===== config.mk =====
export PLATFORM = sky130hd
export DESIGN_NAME = csv_field_tokenizer_top_flat
export DESIGN_NICKNAME = d
export VERILOG_FILES = /design/src/hdl/cft_pkg.sv /design/src/hdl/cft_char_if.sv /design/src/hdl/cft_token_if.sv /design/src/hdl/csv_field_tokenizer_top.sv /design/src/flat_wrapper.sv
export SDC_FILE = /design/constraint.sdc
export NUM_CORES = 1
export LEC_CHECK = 0
export BUFFER_PORTS_ARGS = -buffer_cell sky130_fd_sc_hd__buf_2
export CORE_MARGIN = 2
export CORE_UTILIZATION = 40
export CTS_CLUSTER_SIZE = 40
export DETAILED_ROUTE_END_ITERATION = 16
export GPL_TIMING_DRIVEN = 1
export PLACE_DENSITY_LB_ADDON = 0.05
export SLEW_MARGIN = 20
export SYNTH_ARGS = -nofsm -noshare
export SYNTH_HDL_FRONTEND = slang
export SYNTH_SLANG_ARGS = --single-unit

===== constraint.sdc =====
create_clock -name clk -period 9.8 [get_ports clk]
set_input_delay 0.49 -clock clk [delete_from_list [all_inputs] [get_ports clk]]
set_output_delay 0.49 -clock clk [all_outputs]
set_load 0.02 [all_outputs]

===== src/hdl/cft_pkg.sv =====
// ----------------------------------------------------------------------------
// cft_pkg
// Shared types and constants for the CSV field tokenizer.
// ----------------------------------------------------------------------------
package cft_pkg;

    localparam int unsigned CP_W = 21;

    localparam logic [CP_W-1:0] QUOTE_CP    = 21'd34;
    localparam logic [CP_W-1:0] DELIM_RESET = 21'd44;

    // parse phase; codes 5..7 are unused and treated as discard
    typedef enum logic [2:0] {
        PH_START    = 3'd0,
        PH_UNQUOTED = 3'd1,
        PH_QUOTED   = 3'd2,
        PH_QSEEN    = 3'd3,
        PH_DISCARD  = 3'd4
    } phase_t;

    typedef enum logic [1:0] {
        KIND_CHAR      = 2'd0,
        KIND_FIELD_END = 2'd1,
        KIND_LINE_END  = 2'd2,
        KIND_FAULT     = 2'd3
    } kind_t;

    typedef enum logic [1:0] {
        FAULT_UNCLOSED = 2'd0,
        FAULT_TRAILING = 2'd1,
        FAULT_STRAY    = 2'd2,
        FAULT_NONE     = 2'd3
    } fault_t;

endpackage


===== src/hdl/cft_char_if.sv =====
// ----------------------------------------------------------------------------
// cft_char_if
// Character channel: one code point or a line-end marker per transaction.
// ----------------------------------------------------------------------------
interface cft_char_if;

    logic                      valid;
    logic                      ready;
    logic [cft_pkg::CP_W-1:0]  code_point;
    logic                      line_end;

    modport source (output valid, output code_point, output line_end, input ready);
    modport sink   (input valid, input code_point, input line_end, output ready);

endinterface


===== src/hdl/cft_token_if.sv =====
// ----------------------------------------------------------------------------
// cft_token_if
// Token channel: one field character, field end, line end or fault per
// transaction.
// ----------------------------------------------------------------------------
interface cft_token_if;

    logic                      valid;
    logic                      ready;
    logic [1:0]                kind;
    logic [cft_pkg::CP_W-1:0]  out_char;
    logic [1:0]                fault;

    modport source (output valid, output kind, output out_char, output fault, input ready);
    modport sink   (input valid, input kind, input out_char, input fault, output ready);

endinterface


===== src/hdl/csv_field_tokenizer_top.sv =====
// ----------------------------------------------------------------------------
// csv_field_tokenizer_top
// Streaming CSV/TSV field tokenizer. It takes one character transaction per
// clock unless the token output stalls and turns it into at most one token:
// a field character, a field end, a field end that also closes the line, or
// a fault (unclosed quote, text after a closing quote, quote inside an
// unquoted field). A quoted field keeps delimiters literally and turns a
// doubled quote into one quote. After a fault the rest of the line is dropped
// and the line end restarts parsing silently. Throughput is one character per
// cycle with no bubbles while token_out.ready holds; a token passes the input
// register, the parse logic and the token register. Characters that produce
// no token (opening/closing quote, discarded text) are simply consumed. The
// delimiter register resets to comma. The user must write it through cfg_we/
// cfg_wdata only while the block is idle; the block does not enforce this.
// ----------------------------------------------------------------------------
module csv_field_tokenizer_top (
    input  logic                      clk,
    input  logic                      rst_n,
    input  logic                      cfg_we,
    input  logic [cft_pkg::CP_W-1:0]  cfg_wdata,
    cft_char_if.sink                  char_in,
    cft_token_if.source               token_out
);

    // delimiter register
    logic [cft_pkg::CP_W-1:0] delim_reg;

    // input stage
    logic                     in_valid_reg;
    logic [cft_pkg::CP_W-1:0] in_cp_reg;
    logic                     in_eol_reg;

    // parse state
    cft_pkg::phase_t phase_reg;
    cft_pkg::phase_t phase_next;

    // token stage
    logic                     out_valid_reg;
    cft_pkg::kind_t           kind_reg;
    logic [cft_pkg::CP_W-1:0] char_reg;
    cft_pkg::fault_t          fault_reg;

    // result of the parse logic for the item in the input stage
    logic                     res_valid;
    cft_pkg::kind_t           res_kind;
    logic [cft_pkg::CP_W-1:0] res_char;
    cft_pkg::fault_t          res_fault;

    logic out_free;   // token register can take a new token this cycle
    logic advance;    // input stage item is processed this cycle
    logic in_take;    // character transaction accepted

    logic is_quote;
    logic is_delim;

    assign out_free = !out_valid_reg || token_out.ready;
    assign advance  = in_valid_reg && out_free;
    assign char_in.ready = !in_valid_reg || out_free;
    assign in_take  = char_in.valid && char_in.ready;

    assign is_quote = (in_cp_reg == cft_pkg::QUOTE_CP);
    assign is_delim = (in_cp_reg == delim_reg);

    // ------------------------------------------------------------------
    // Parse logic: one phase transition per character. Quote test comes
    // ahead of the delimiter test at field start and after a quote; in an
    // unquoted field the delimiter wins.
    // ------------------------------------------------------------------
    always_comb
    begin
        phase_next = phase_reg;
        res_valid  = 1'b0;
        res_kind   = cft_pkg::KIND_CHAR;
        res_char   = '0;
        res_fault  = cft_pkg::FAULT_UNCLOSED;
        case (phase_reg)
            cft_pkg::PH_START:
            begin
                if (in_eol_reg)
                begin
                    res_valid = 1'b1;
                    res_kind  = cft_pkg::KIND_LINE_END;
                end
                else if (is_quote)
                begin
                    phase_next = cft_pkg::PH_QUOTED;
                end
                else if (is_delim)
                begin
                    res_valid = 1'b1;
                    res_kind  = cft_pkg::KIND_FIELD_END;
                end
                else
                begin
                    phase_next = cft_pkg::PH_UNQUOTED;
                    res_valid  = 1'b1;
                    res_char   = in_cp_reg;
                end
            end
            cft_pkg::PH_UNQUOTED:
            begin
                if (in_eol_reg)
                begin
                    phase_next = cft_pkg::PH_START;
                    res_valid  = 1'b1;
                    res_kind   = cft_pkg::KIND_LINE_END;
                end
                else if (is_delim)
                begin
                    phase_next = cft_pkg::PH_START;
                    res_valid  = 1'b1;
                    res_kind   = cft_pkg::KIND_FIELD_END;
                end
                else if (is_quote)
                begin
                    // stray quote inside an unquoted field
                    phase_next = cft_pkg::PH_DISCARD;
                    res_valid  = 1'b1;
                    res_kind   = cft_pkg::KIND_FAULT;
                    res_fault  = cft_pkg::FAULT_STRAY;
                end
                else
                begin
                    res_valid = 1'b1;
                    res_char  = in_cp_reg;
                end
            end
            cft_pkg::PH_QUOTED:
            begin
                if (in_eol_reg)
                begin
                    // unclosed quote; no line-end token follows
                    phase_next = cft_pkg::PH_START;
                    res_valid  = 1'b1;
                    res_kind   = cft_pkg::KIND_FAULT;
                    res_fault  = cft_pkg::FAULT_UNCLOSED;
                end
                else if (is_quote)
                begin
                    phase_next = cft_pkg::PH_QSEEN;
                end
                else
                begin
                    res_valid = 1'b1;
                    res_char  = in_cp_reg;
                end
            end
            cft_pkg::PH_QSEEN:
            begin
                if (in_eol_reg)
                begin
                    phase_next = cft_pkg::PH_START;
                    res_valid  = 1'b1;
                    res_kind   = cft_pkg::KIND_LINE_END;
                end
                else if (is_quote)
                begin
                    // doubled quote gives one literal quote
                    phase_next = cft_pkg::PH_QUOTED;
                    res_valid  = 1'b1;
                    res_char   = cft_pkg::QUOTE_CP;
                end
                else if (is_delim)
                begin
                    phase_next = cft_pkg::PH_START;
                    res_valid  = 1'b1;
                    res_kind   = cft_pkg::KIND_FIELD_END;
                end
                else
                begin
                    // text after the closing quote
                    phase_next = cft_pkg::PH_DISCARD;
                    res_valid  = 1'b1;
                    res_kind   = cft_pkg::KIND_FAULT;
                    res_fault  = cft_pkg::FAULT_TRAILING;
                end
            end
            default:
            begin
                // discard until line end
                if (in_eol_reg)
                    phase_next = cft_pkg::PH_START;
            end
        endcase
    end

    // ------------------------------------------------------------------
    // Control registers
    // ------------------------------------------------------------------
    always_ff @(posedge clk or negedge rst_n)
    begin
        if (!rst_n)
        begin
            delim_reg     <= cft_pkg::DELIM_RESET;
            in_valid_reg  <= 1'b0;
            out_valid_reg <= 1'b0;
            phase_reg     <= cft_pkg::PH_START;
        end
        else
        begin
            if (cfg_we)
                delim_reg <= cfg_wdata;
            if (char_in.ready)
                in_valid_reg <= char_in.valid;
            if (advance)
                phase_reg <= phase_next;
            if (out_free)
                out_valid_reg <= advance && res_valid;
        end
    end

    // ------------------------------------------------------------------
    // Payload registers
    // ------------------------------------------------------------------
    always_ff @(posedge clk)
    begin
        if (in_take)
        begin
            in_cp_reg  <= char_in.code_point;
            in_eol_reg <= char_in.line_end;
        end
        if (advance && res_valid)
        begin
            kind_reg  <= res_kind;
            char_reg  <= res_char;
            fault_reg <= (res_kind == cft_pkg::KIND_FAULT) ? res_fault
                                                           : cft_pkg::FAULT_UNCLOSED;
        end
    end

    assign token_out.valid    = out_valid_reg;
    assign token_out.kind     = kind_reg;
    assign token_out.out_char = char_reg;
    assign token_out.fault    = fault_reg;

endmodule

===== src/flat_wrapper.sv =====
// flat-port wrapper written by rule: the top's interface ports become plain ports
module csv_field_tokenizer_top_flat 
  (clk, rst_n, cfg_we, cfg_wdata, char_in_valid, char_in_code_point, char_in_line_end, char_in_ready, token_out_valid, token_out_kind, token_out_out_char, token_out_fault, token_out_ready);
  cft_char_if char_in_i ();
  cft_token_if token_out_i ();
  input  logic clk;
  input  logic rst_n;
  input  logic cfg_we;
  input  logic [cft_pkg::CP_W-1:0] cfg_wdata;
  input wire logic [$bits(char_in_i.valid)-1:0] char_in_valid;
  input wire logic [$bits(char_in_i.code_point)-1:0] char_in_code_point;
  input wire logic [$bits(char_in_i.line_end)-1:0] char_in_line_end;
  output wire logic [$bits(char_in_i.ready)-1:0] char_in_ready;
  output wire logic [$bits(token_out_i.valid)-1:0] token_out_valid;
  output wire logic [$bits(token_out_i.kind)-1:0] token_out_kind;
  output wire logic [$bits(token_out_i.out_char)-1:0] token_out_out_char;
  output wire logic [$bits(token_out_i.fault)-1:0] token_out_fault;
  input wire logic [$bits(token_out_i.ready)-1:0] token_out_ready;
  assign char_in_i.valid = char_in_valid;
  assign char_in_i.code_point = char_in_code_point;
  assign char_in_i.line_end = char_in_line_end;
  assign char_in_ready = char_in_i.ready;
  assign token_out_valid = token_out_i.valid;
  assign token_out_kind = token_out_i.kind;
  assign token_out_out_char = token_out_i.out_char;
  assign token_out_fault = token_out_i.fault;
  assign token_out_i.ready = token_out_ready;
  csv_field_tokenizer_top u_core (.clk(clk), .rst_n(rst_n), .cfg_we(cfg_we), .cfg_wdata(cfg_wdata), .char_in(char_in_i), .token_out(token_out_i));
endmodule

==> impl_metrics.json, run 1 <==
{
  "portBuffers": 74,
  "drtIter0Drc": 131,
  "cts_buffer_depth": 2,
  "wl_met2_um": 2610,
  "num_io_pins": 75,
  "cp.arrival_ns": 2.38,
  "core_area_mm2": 0.00737,
  "rows": 31,
  "min_period_ns": 2.29,
  "route.met3.wl_um": 362,
  "crit_slowest_cell": "dfstp_2",
  "die_height_um": 91.7,
  "power_frac_comb_pct": 21.0,
  "fillCellCount": 695,
  "antenna_found_initial": 0,
  "swShare_pct": 30.0,
  "p_sw_uw": 249,
  "final_area_mm2": 0.00376,
  "clk_pin_slew_ns": 0.07,
  "num_vias": 1905,
  "crit_chain": "xnor2_1 > nand4_1 > nor4_2 > nand3_1 > a21oi_2 > nor2_1 > and2_1",
  "grt_max_degree": 27,
  "maxSlewViolCount": 0,
  "seq_area_mm2": 0.00207,
  "ys_warn_count": 0,
  "post_cts_resized": 0,
  "cts.sinks": 73,
  "gr-usage-all-layers_pct": 16.0,
  "holdCritPathClass": "input port to asynchronous set/reset pin",
  "dieArea_mm2": 0.00841,
  "slew_headroom_pct": 49.1,
  "area_delta_synth_final_pct": 22.1,
  "syn_inst": 209,
  "htreeDepth": 3,
  "p_per_area_mw_per_mm2": 221,
  "synth-seq-cells": 73,
  "wl_met1_um": 3110,
  "rsz0062_at_grt": "false",
  "multi_input_area_um2": 978,
  "fmax_mhz": 437,
  "drcViolationCount": 0,
  "avgSynthCellArea_um2": 14.7,
  "ys.flop_type": "edfxtp_1",
  "maxCapViolations": 0,
  "dp_hpwl_um": 4580,
  "grt_pass1_wl_um": 10100,
  "ir_drop_mv": 0.123,
  "cts_tree": "yes",
  "final_cell_mix": "74 x buf_2, 47 x edfxtp_1, 23 x dfrtp_1",
  "hold_viol": 0,
  "setup_viol": 0,
  "final_common_cell": "buf_2",
  "num-nets-final": 337,
  "ys_async_sr_fraction_pct": 35.6,
  "outcome": "finished clean",
  "first_global_vias": 1893,
  "cts-hold-fix-buffers": 0,
  "seq_power_share_pct": 52.4,
  "p_leak_uw": 0.00151,
  "wl_per_cell_um": 15.7,
  "path_max_fanout": 17,
  "dp.cells": 376,
  "post_dp_cell_area_mm2": 0.00356,
  "critPathLaunchType": "flip-flop",
  "fin_cells": 393,
  "final.setup.tns_ns": 0,
  "p_clk_share_pct": 26.6,
  "fin_crit_sh_pct": 23.4,
  "whs_ns": 0.155,
  "clk_latency_ns": 0.34,
  "layout-drive-gt1-share_pct": 41.5,
  "route.top_layer_used": "met4",
  "crit_required_ns": 9.89,
  "routed_wl_um": 6160,
  "start_util_pct": 41.8,
  "path_class": "flip-flop to flip-flop",
  "firstDrtPassIters": 6,
  "p_int_uw": 581,
  "syn-cell-area_mm2": 0.00308,
  "endpoint_kind": "flip-flop",
  "postCtsSetupBuffers": 0,
  "yosysSeqAreaShare_pct": 67.1,
  "finalPower_uw": 830,
  "cts-buffers-inserted": 9,
  "grt_overflow": 0,
  "root_buffer": "clkbuf_8",
  "insertedDiodeCount": 0,
  "syn_nets": 257,
  "fp.dieW_um": 91.7,
  "tightest_slew_ns": 0.761,
  "finClkSkew_ns": 0.00861,
  "ant_nets": 0,
  "synth_edf_count": 47,
  "ys_types": 36,
  "slowest_delay_ns": 0.55,
  "vias_per_cell": 4.85,
  "gp_congestion": 0.834
}
==> critical path, delay by kind of cell (launching register included) <==
family	cells	cell delay, ns
flops	1	0.55
xor+xnor	1	0.11
simple gates	5	1.11
compound gates	1	0.28
==> cell type report <==
type / instances / area share, %
sequential: 73 / 55.0
multi-input combinational: 126 / 26.0
timing repair buffer: 76 / 10.5
clock buffer: 9 / 3.30
tap: 99 / 3.30
clock inverter: 7 / 1.63
inverter: 3 / 0.300
==> metrics by stage <==
step | util [%] | setup WS [ns]
final | 51.0 | 7.51
after global routing | 51.0 | 7.25
after CTS | 50.8 | 7.44
after detailed placement | 48.3 | 7.45
after global placement | 48.3 | 7.41
after floorplan | - | 6.65
==> path summary, 6_finish.rpt <==
kind                                  startpoint  slack (ns)                            end  cells past startpoint
setup / recovery             u_core.delim_reg[5]        7.51  u_core.token_out.out_char[18]                      7
hold / removal                             rst_n        0.16            u_core.delim_reg[9]                      1
setup reg to reg             u_core.delim_reg[5]        7.51  u_core.token_out.out_char[18]                      7
hold reg to reg              u_core.delim_reg[6]        0.53            u_core.delim_reg[6]                      1
max in group asynchronous                  rst_n        9.24           u_core.delim_reg[11]                      1
min in group clk           char_in_code_point[3]        0.32            u_core.in_cp_reg[3]                      1
==> logic make-up after synthesis <==
kind of cell	share of synthesized area (%)
AO/OA/AOI/OAI	3.70
XOR/XNOR	6.26
buffers and inverters	1.26
flip-flops	67.1
multiplexers	8.66
AND/OR/NAND/NOR	13.0
==> power groups by stage <==
stage | logic, µW | registers [µW] | clock network (µW)
5_1_grt | 191 | 443 | 238
3_3_place_gp | 175 | 441 | 0
3_5_place_dp | 175 | 442 | 0
6_report | 174 | 435 | 220
2_1_floorplan | 91.6 | 462 | 0
4_1_cts | 175 | 436 | 227
==> metal layers <==
metal / vias up / track usage (%)
met1: 903 / 23.9
met2: 73 / 22.2
met5: - / 0
met3: 7 / 3.29
li1: 922 / -
met4: 0 / 7.09
==> cells in the mapped netlist (2+ instances only) <==
cell type   n  area, µm²
nand2_1     3       11.3
nor3_1      8       40.0
inv_1       3       11.3
edfxtp_1   47       1410
nor4_1      5       31.3
dfstp_2     3       78.8
xnor2_1    16        140
mux2_2     21        236
xor2_1      6       52.6
a21o_1      3       22.5
a21oi_1     4       20.0
nor2b_1     4       25.0
nand4_1     4       25.0
dfrtp_1    23        576
nor2_1      9       33.8
nor4_2      2       25.0
and2_1     17        106
clkbuf_1    6       22.5
nand3b_1    2       15.0
mux2_4      2       30.0
nand2b_1    2       12.5
nand3_1     2       10.0
or3_1       4       25.0
Power figures use the tool's default switching activity.
==> inputs of run 2 (changes only) <==
Clock period 9.8 ns to 2.17 ns, I/O delays scaled along.
==> run 2 against run 1 <==
Against the previous run:
- worst setup slack worse by 7.5 ns
- non-clock buffer count up 55
- power rose to 4.7 times the previous value
- die area unchanged
- final area up 16%
- maximum frequency up 7.1%
- clock skew up 0.00061 ns
- combinational power rose to 5.7 times the previous value
- cell count up 14%
- first-iteration DRC count up 20%
- critical path depth unchanged
- clock-buffer cell count up 3
==> impl_metrics.json, run 2 (synthesized netlist as in run 1, its figures left out) <==
{
  "outcome": "finished clean",
  "rsz0062_at_grt": "true",
  "fp.dieW_um": 91.7,
  "num_vias": 2120,
  "finalPower_uw": 3940,
  "path_max_fanout": 3,
  "min_period_ns": 2.14,
  "tightest_slew_ns": 0.672,
  "antenna_found_initial": 0,
  "cts_buffer_depth": 2,
  "die_height_um": 91.7,
  "firstDrtPassIters": 4,
  "num_io_pins": 75,
  "root_buffer": "clkbuf_8",
  "maxSlewViolCount": 0,
  "portBuffers": 74,
  "holdCritPathClass": "input port to flip-flop",
  "drcViolationCount": 0,
  "hold_viol": 0,
  "area_delta_synth_final_pct": 42.2,
  "grt_overflow": 0,
  "critPathLaunchType": "flip-flop",
  "clk_pin_slew_ns": 0.08,
  "p_sw_uw": 1180,
  "final_cell_mix": "74 x buf_2, 47 x edfxtp_1, 39 x dlygate4sd3_1",
  "clk_latency_ns": 0.34,
  "p_int_uw": 2760,
  "ir_drop_mv": 0.395,
  "ant_nets": 0,
  "cp.arrival_ns": 2.36,
  "p_clk_share_pct": 24.9,
  "rows": 31,
  "maxCapViolations": 0,
  "dp.cells": 389,
  "power_frac_comb_pct": 25.4,
  "finClkSkew_ns": 0.00922,
  "routed_wl_um": 7030,
  "layout-drive-gt1-share_pct": 42.7,
  "insertedDiodeCount": 0,
  "fmax_mhz": 468,
  "first_global_vias": 2074,
  "htreeDepth": 3,
  "grt_max_degree": 27,
  "num-nets-final": 392,
  "wl_per_cell_um": 15.7,
  "seq_power_share_pct": 49.7,
  "cts.sinks": 73,
  "swShare_pct": 30.0,
  "final_common_cell": "buf_2",
  "gr-usage-all-layers_pct": 17.6,
  "fin_crit_sh_pct": 98.5,
  "path_class": "flip-flop to flip-flop",
  "vias_per_cell": 4.73,
  "setup_viol": 0,
  "slew_headroom_pct": 54.8,
  "dieArea_mm2": 0.00841,
  "gp_congestion": 0.796,
  "drtIter0Drc": 157,
  "endpoint_kind": "flip-flop",
  "p_per_area_mw_per_mm2": 901,
  "cts-buffers-inserted": 9,
  "crit_required_ns": 2.39,
  "cts_tree": "yes",
  "grt_pass1_wl_um": 11100,
  "fin_cells": 448,
  "start_util_pct": 41.8,
  "core_area_mm2": 0.00737,
  "dp_hpwl_um": 4820,
  "p_leak_uw": 0.00180
}
run 2: changes by cell type in the layout (fill, tap and decap cells not counted), sizes merged:
cell,previous run,this run
dlygate4sd3,0,39
clkbuf,9,12
buf,76,92
clkinvlp,2,0
clkinv,4,3
run 2: timing repair:
item                                   in CTS  in global routing
hold buffers                               39                  0
resized for setup                           4                 16
buffers inserted                            0                  2
endpoints found under the hold margin      61                  0
pin swaps                                   0                  4
gates cloned                                0                  1
setup endpoints to repair                  18                 35
run 2: routing by layer:
layer | track usage [%] | part of all wire (%)
met4 | 6.34 | 0.92
met3 | 3.86 | 5.5
met5 | 0 | 0
met1 | 26.5 | 49
met2 | 24.9 | 45
run 2: area by class of cell:
cell class,count,area [µm²]
Timing Repair Buffer,131,903
Tap cell,99,124
Sequential cell,73,2070
Fill cell,628,2990
Inverter,3,11.3
Clock inverter,4,45.0
Clock buffer,12,135
Multi-Input combinational cell,126,1090
run 2: through the flow:
step,worst slack [ns],setup TNS [ns],hold slack (ns),instance area (µm²),utilization (%)
6_report,0.0322,0,0.0155,4380,59.4
5_1_grt,-0.0243,-0.147,0.00293,4380,59.4
4_1_cts,0.0177,0,0.00542,4250,57.7
3_5_place_dp,-0.114,-1.59,0.153,3660,49.7
3_3_place_gp,-0.149,-2.03,0.158,3660,49.7
2_1_floorplan,0.138,0,-0.187,3090,-
run 2: critical path, stage by stage, from the launching register on:
cell and delay, ns:
dfstp_2 0.56, xnor2_1 0.11, nand4_1 0.17, nor3_4 0.27
a31oi_1 0.10, or3_1 0.37, o311ai_4 0.11, mux2_4 0.33
run 2: power groups by stage:
stage	clock network, µW	registers [µW]	logic (µW)
2_1_floorplan	0	2080	427
4_1_cts	1010	1950	936
3_3_place_gp	0	1970	873
6_report	982	1960	1000
3_5_place_dp	0	1980	873
5_1_grt	1060	1990	1090
run 2: path summary, 6_finish.rpt:
kind	from	to	slack [ns]	cells past startpoint
max	u_core.delim_reg[2]	u_core.phase_reg[1]	0.03	7
min	cfg_wdata[2]	u_core.delim_reg[2]	0.02	2
max reg2reg	u_core.delim_reg[2]	u_core.phase_reg[1]	0.03	7
min reg2reg	u_core.delim_reg[11]	u_core.delim_reg[11]	0.53	1
max in group asynchronous	rst_n	u_core.delim_reg[11]	1.46	2
min in group asynchronous	rst_n	u_core.in_valid_reg	0.31	2
